`config.mk`:
```
export PLATFORM = sky130hd
export DESIGN_NAME = lsbs_msg_store
export DESIGN_NICKNAME = d
export VERILOG_FILES = /design/src/sv/lsbs_pkg.sv /design/src/sv/lsbs_msg_store.sv
export SDC_FILE = /design/constraint.sdc
export NUM_CORES = 2
export LEC_CHECK = 0
export BUFFER_PORTS_ARGS = -buffer_cell sky130_fd_sc_hd__clkbuf_2
export CORE_MARGIN = 2
export CORE_UTILIZATION = 49
export CTS_CLUSTER_SIZE = 30
export DETAILED_ROUTE_END_ITERATION = 8
export GPL_TIMING_DRIVEN = 0
export MAX_ROUTING_LAYER = met4
export SYNTH_ARGS = -nofsm -noshare
export SYNTH_HDL_FRONTEND = slang
export SYNTH_SLANG_ARGS = --single-unit
export TNS_END_PERCENT = 5
```
`constraint.sdc`:
```
create_clock -name clk_i -period 7.1 [get_ports clk_i]
set_input_delay 2.13 -clock clk_i [delete_from_list [all_inputs] [get_ports clk_i]]
set_output_delay 2.13 -clock clk_i [all_outputs]
set_load 0.005 [all_outputs]
```
`src/sv/lsbs_pkg.sv`:
```
// Shared widths, codes and constants of the LSB pixel steganography engine.
`default_nettype none

package lsbs_pkg;

  // Field widths of the input and result words.
  localparam int unsigned OP_W        = 2;
  localparam int unsigned CHAN_W      = 8;
  localparam int unsigned PIX_COUNT_W = 25;

  // Default depth of the message store, in bytes.
  localparam int unsigned MSG_BYTES_DEF = 256;

  // Configuration port.
  localparam int unsigned CFG_IDX_W  = 1;
  localparam int unsigned CFG_DATA_W = PIX_COUNT_W;
  localparam logic [CFG_IDX_W-1:0] REG_MODE        = 1'd0;
  localparam logic [CFG_IDX_W-1:0] REG_PIXEL_COUNT = 1'd1;

  // Reset value of the pixel count register.
  localparam logic [PIX_COUNT_W-1:0] PIX_COUNT_RST = 25'd1;

  // Operation codes of an input word.
  localparam logic [OP_W-1:0] OP_LOAD  = 2'd0;
  localparam logic [OP_W-1:0] OP_PIXEL = 2'd1;
  localparam logic [OP_W-1:0] OP_CLEAR = 2'd2;

  // Mode register values.
  localparam logic MODE_EMBED   = 1'b0;
  localparam logic MODE_EXTRACT = 1'b1;

  // Result kinds.
  localparam logic KIND_PIXEL = 1'b0;
  localparam logic KIND_BYTE  = 1'b1;

  // Mask that clears a channel's least significant bit.
  localparam logic [CHAN_W-1:0] LSB_CLEAR = 8'hFE;

  // Channels per pixel.
  localparam int unsigned CHANNELS = 3;

endpackage : lsbs_pkg

`default_nettype wire

```
`src/sv/lsbs_msg_store.sv`:
```
// Message byte store: one write port and two registered read ports.
`default_nettype none

module lsbs_msg_store
  import lsbs_pkg::*;
#(
  parameter int unsigned MSG_BYTES = MSG_BYTES_DEF,
  parameter int unsigned AW        = (MSG_BYTES > 1) ? $clog2(MSG_BYTES) : 1
) (
  input  wire logic              clk_i,
  input  wire logic              wr_en_i,
  input  wire logic [AW-1:0]     wr_addr_i,
  input  wire logic [CHAN_W-1:0] wr_data_i,
  input  wire logic [AW-1:0]     rd_addr_a_i,
  input  wire logic [AW-1:0]     rd_addr_b_i,
  output logic      [CHAN_W-1:0] rd_data_a_o,
  output logic      [CHAN_W-1:0] rd_data_b_o
);

  logic [CHAN_W-1:0] mem [MSG_BYTES];

  // Write port.
  always_ff @(posedge clk_i) begin
    if (wr_en_i) begin
      mem[wr_addr_i] <= wr_data_i;
    end
  end

  // Read ports; a byte written in the same cycle is passed straight through.
  always_ff @(posedge clk_i) begin
    if (wr_en_i && (wr_addr_i == rd_addr_a_i)) begin
      rd_data_a_o <= wr_data_i;
    end else begin
      rd_data_a_o <= mem[rd_addr_a_i];
    end
    if (wr_en_i && (wr_addr_i == rd_addr_b_i)) begin
      rd_data_b_o <= wr_data_i;
    end else begin
      rd_data_b_o <= mem[rd_addr_b_i];
    end
  end

endmodule : lsbs_msg_store

`default_nettype wire
```
==> out/qor.yml <==
status: "finished, violations left"
violations: "max-capacitance violations, max-slew violations, negative setup slack"
drive_gt1_share_pct: 35.8
hp-class: "in -> reg"
die_h_um: 449
first_global_vias: 58500
cp_max_fo: 12
core_area_mm2: 0.197
vias: 64300
critPathArrivalTime_ns: 5.40
ir_drop_uv: 287
initial_utilization_pct: 49.2
via_per_inst: 7.98
grt_setup_unrepaired: "yes"
leakagePower_nw: 34.4
worst_slack_ns: -0.430
hpwl_mm: 339
p_total_mw: 28.7
fill_cells: 15200
num_rows: 163
die_x_um: 449
fin_cells: 8053
ys_types: 65
first_iter_violations: 13200
maxCapViolCount: 8
largest_reg_flops: 2048
ys_seq_elements: 2064
synth_area_leaders: "edfxtp_1 (63%), mux4_2 (24%), mux2i_1 (2.4%)"
top_register: "mem"
synth_top_area_share_pct: 63.4
required_ns: 4.97
hold_viol_final: 0
grt_antenna_before_repair: 66
multi_input_area_mm2: 0.0331
grt_pass1_wl_mm: 612
finalSetupTns_ns: -4.11
die-area_mm2: 0.201
timing.final.crit_share_pct: 106
reg_top3: "mem x2048"
wl_per_cell_um: 60.4
antenna_left: 0
area_delta_synth_final_pct: 13.2
synth.avg_cell_area_um2: 20.0
mostFrequentLayoutCells: "edfxtp_1 (2048), mux4_2 (1051), nor2_1 (290), mux2i_1 (234), clkbuf_16 (223)"
drv_slew: 53
place_ws_ns: -1.31
p_per_area_mw_per_mm2: 261
synth-seq-area-share_pct: 63.7
async_flop_share_pct: 0
dp_cells: 7560
synth-edff-count: 2048
cts_buffers: 221
cts_max_path_buffers: 3
setup_viol: 16
final_core_util_pct: 55.7
max_freq_ghz: 0.133
synth_largest_area_cell: "edfxtp_1"
nets: 5177
synthCells: 4847
min_from: "rd_addr_b_i[2]"
track_usage_pct: 49.6
tightest_slew_ns: 1.76
grt_overflow_total: 0
clock_sinks: 2064
drt_pass1_iterations: 6
cts.htree.levels: 4
seq_area_mm2: 0.0618
clk_pin_slew_ns: 0.06
gp_congestion: 1.12
drc: 0
crit_type: "reg -> out"
synth_area_mm2: 0.0970
synth-main-ff-cell: "edfxtp_1"
final_common_cell: "edfxtp_1"
fin_hold_ws_ns: 1.30
tritoncts: "done"
ys.warnings.count: 0
place_area_mm2: 0.101
portBuffers: 44
post-route-cell-area_mm2: 0.110
ioPinCount: 50
fin_crit_ns: 7.53
cts_root_buf: "clkbuf_16"
routed_wl_mm: 486
startpoint_type: "flop"
grt_max_degree: 142
end_kind: "output pin"
syn_nets: 4881
maxSlewHeadroom_pct: -17.3
holdPathStages: 1
-- worst max-delay path by stage --
stage	startpoint	cells past startpoint	slack, ns	end
finish	flop	10	-0.43	rd_data_b_o[3]
global route	flop	7	-0.05	rd_data_b_o[4]
CTS	flop	8	-0.14	rd_data_b_o[3]
detailed placement	flop	11	-1.31	rd_data_b_o[7]
global placement	flop	8	-1.50	rd_data_a_o[5]
floorplan	flop	7	2.69	rd_data_b_o[0]
-- metal layers --
layer,wire (µm),track usage [%],up-vias
met5,0,-,-
met4,42400,34.8,0
met3,80300,24.3,1559
met2,199000,64.3,6496
met1,165000,60.1,34400
li1,-,-,21800
-- final cells by class --
| cell class | instances | area share, % |
|---|---|---|
| clock inverter | 156 | 1.40 |
| buffer | 393 | 2.84 |
| inverter | 6 | 0.0228 |
| timing repair buffer | 75 | 0.923 |
| clock buffer | 261 | 5.21 |
| sequential | 2064 | 56.3 |
| tap | 2640 | 3.01 |
| multi-input combinational | 2382 | 30.1 |
| antenna | 76 | 0.173 |
-- Yosys cell counts (8+ instances only) --
cell type,n
buf_8,35
a211oi_1,28
and2_1,12
a221o_1,10
a22o_1,22
nand2b_1,11
edfxtp_1,2048
o21ai_0,34
clkbuf_1,137
buf_6,44
o211ai_1,13
mux2i_1,236
o221ai_1,65
buf_12,8
buf_1,25
o31ai_1,11
buf_2,104
nand2_1,114
nand3_1,52
a2bb2oi_1,9
a21oi_1,79
nor3_1,21
a221oi_1,32
buf_4,42
nor2b_1,27
o22ai_1,48
nand4_1,13
mux4_2,1051
mux2_2,38
a22oi_1,62
nor2_1,298
dfxtp_1,16
-- logic make-up (layout without fill, tap and decap cells) --
kind of cell           Yosys count  count (layout)  synth area share [%]
DFF                           2064            2064                  63.7
muxes                         1325            1325                  27.3
and+or+nand+nor                591             591                  2.70
AOI/OAI and AO/OA              466             466                  3.54
buffers and inverters          401             891                  2.73
other                            0              76                     0
-- critical path, cell delays in order, from the launching register on --
cell and delay (ns):
dfxtp_1 0.30, buf_2 0.40, buf_4 0.43, buf_4 0.51, clkbuf_4 0.61, mux4_2 0.33, nand2_1 0.27, o31ai_4 0.25
o21ai_0 0.37, a211oi_2 0.65, clkbuf_2 0.22
-- timing repair --
| item | CTS | global route |
|---|---|---|
| endpoints found under the setup margin | 16 | 9 |
| resized for setup | 260 | 14 |
| pin swaps | 6 | 3 |
| setup buffers | 1 | 0 |
| hold buffers | 0 | 0 |
-- where the power goes --
| part | switching (mW) | internal (mW) |
|---|---|---|
| combinational | 2.37 | 0.977 |
| sequential | 0.0183 | 13.4 |
| clock | 5.24 | 6.64 |
Power figures use the tool's default switching activity.
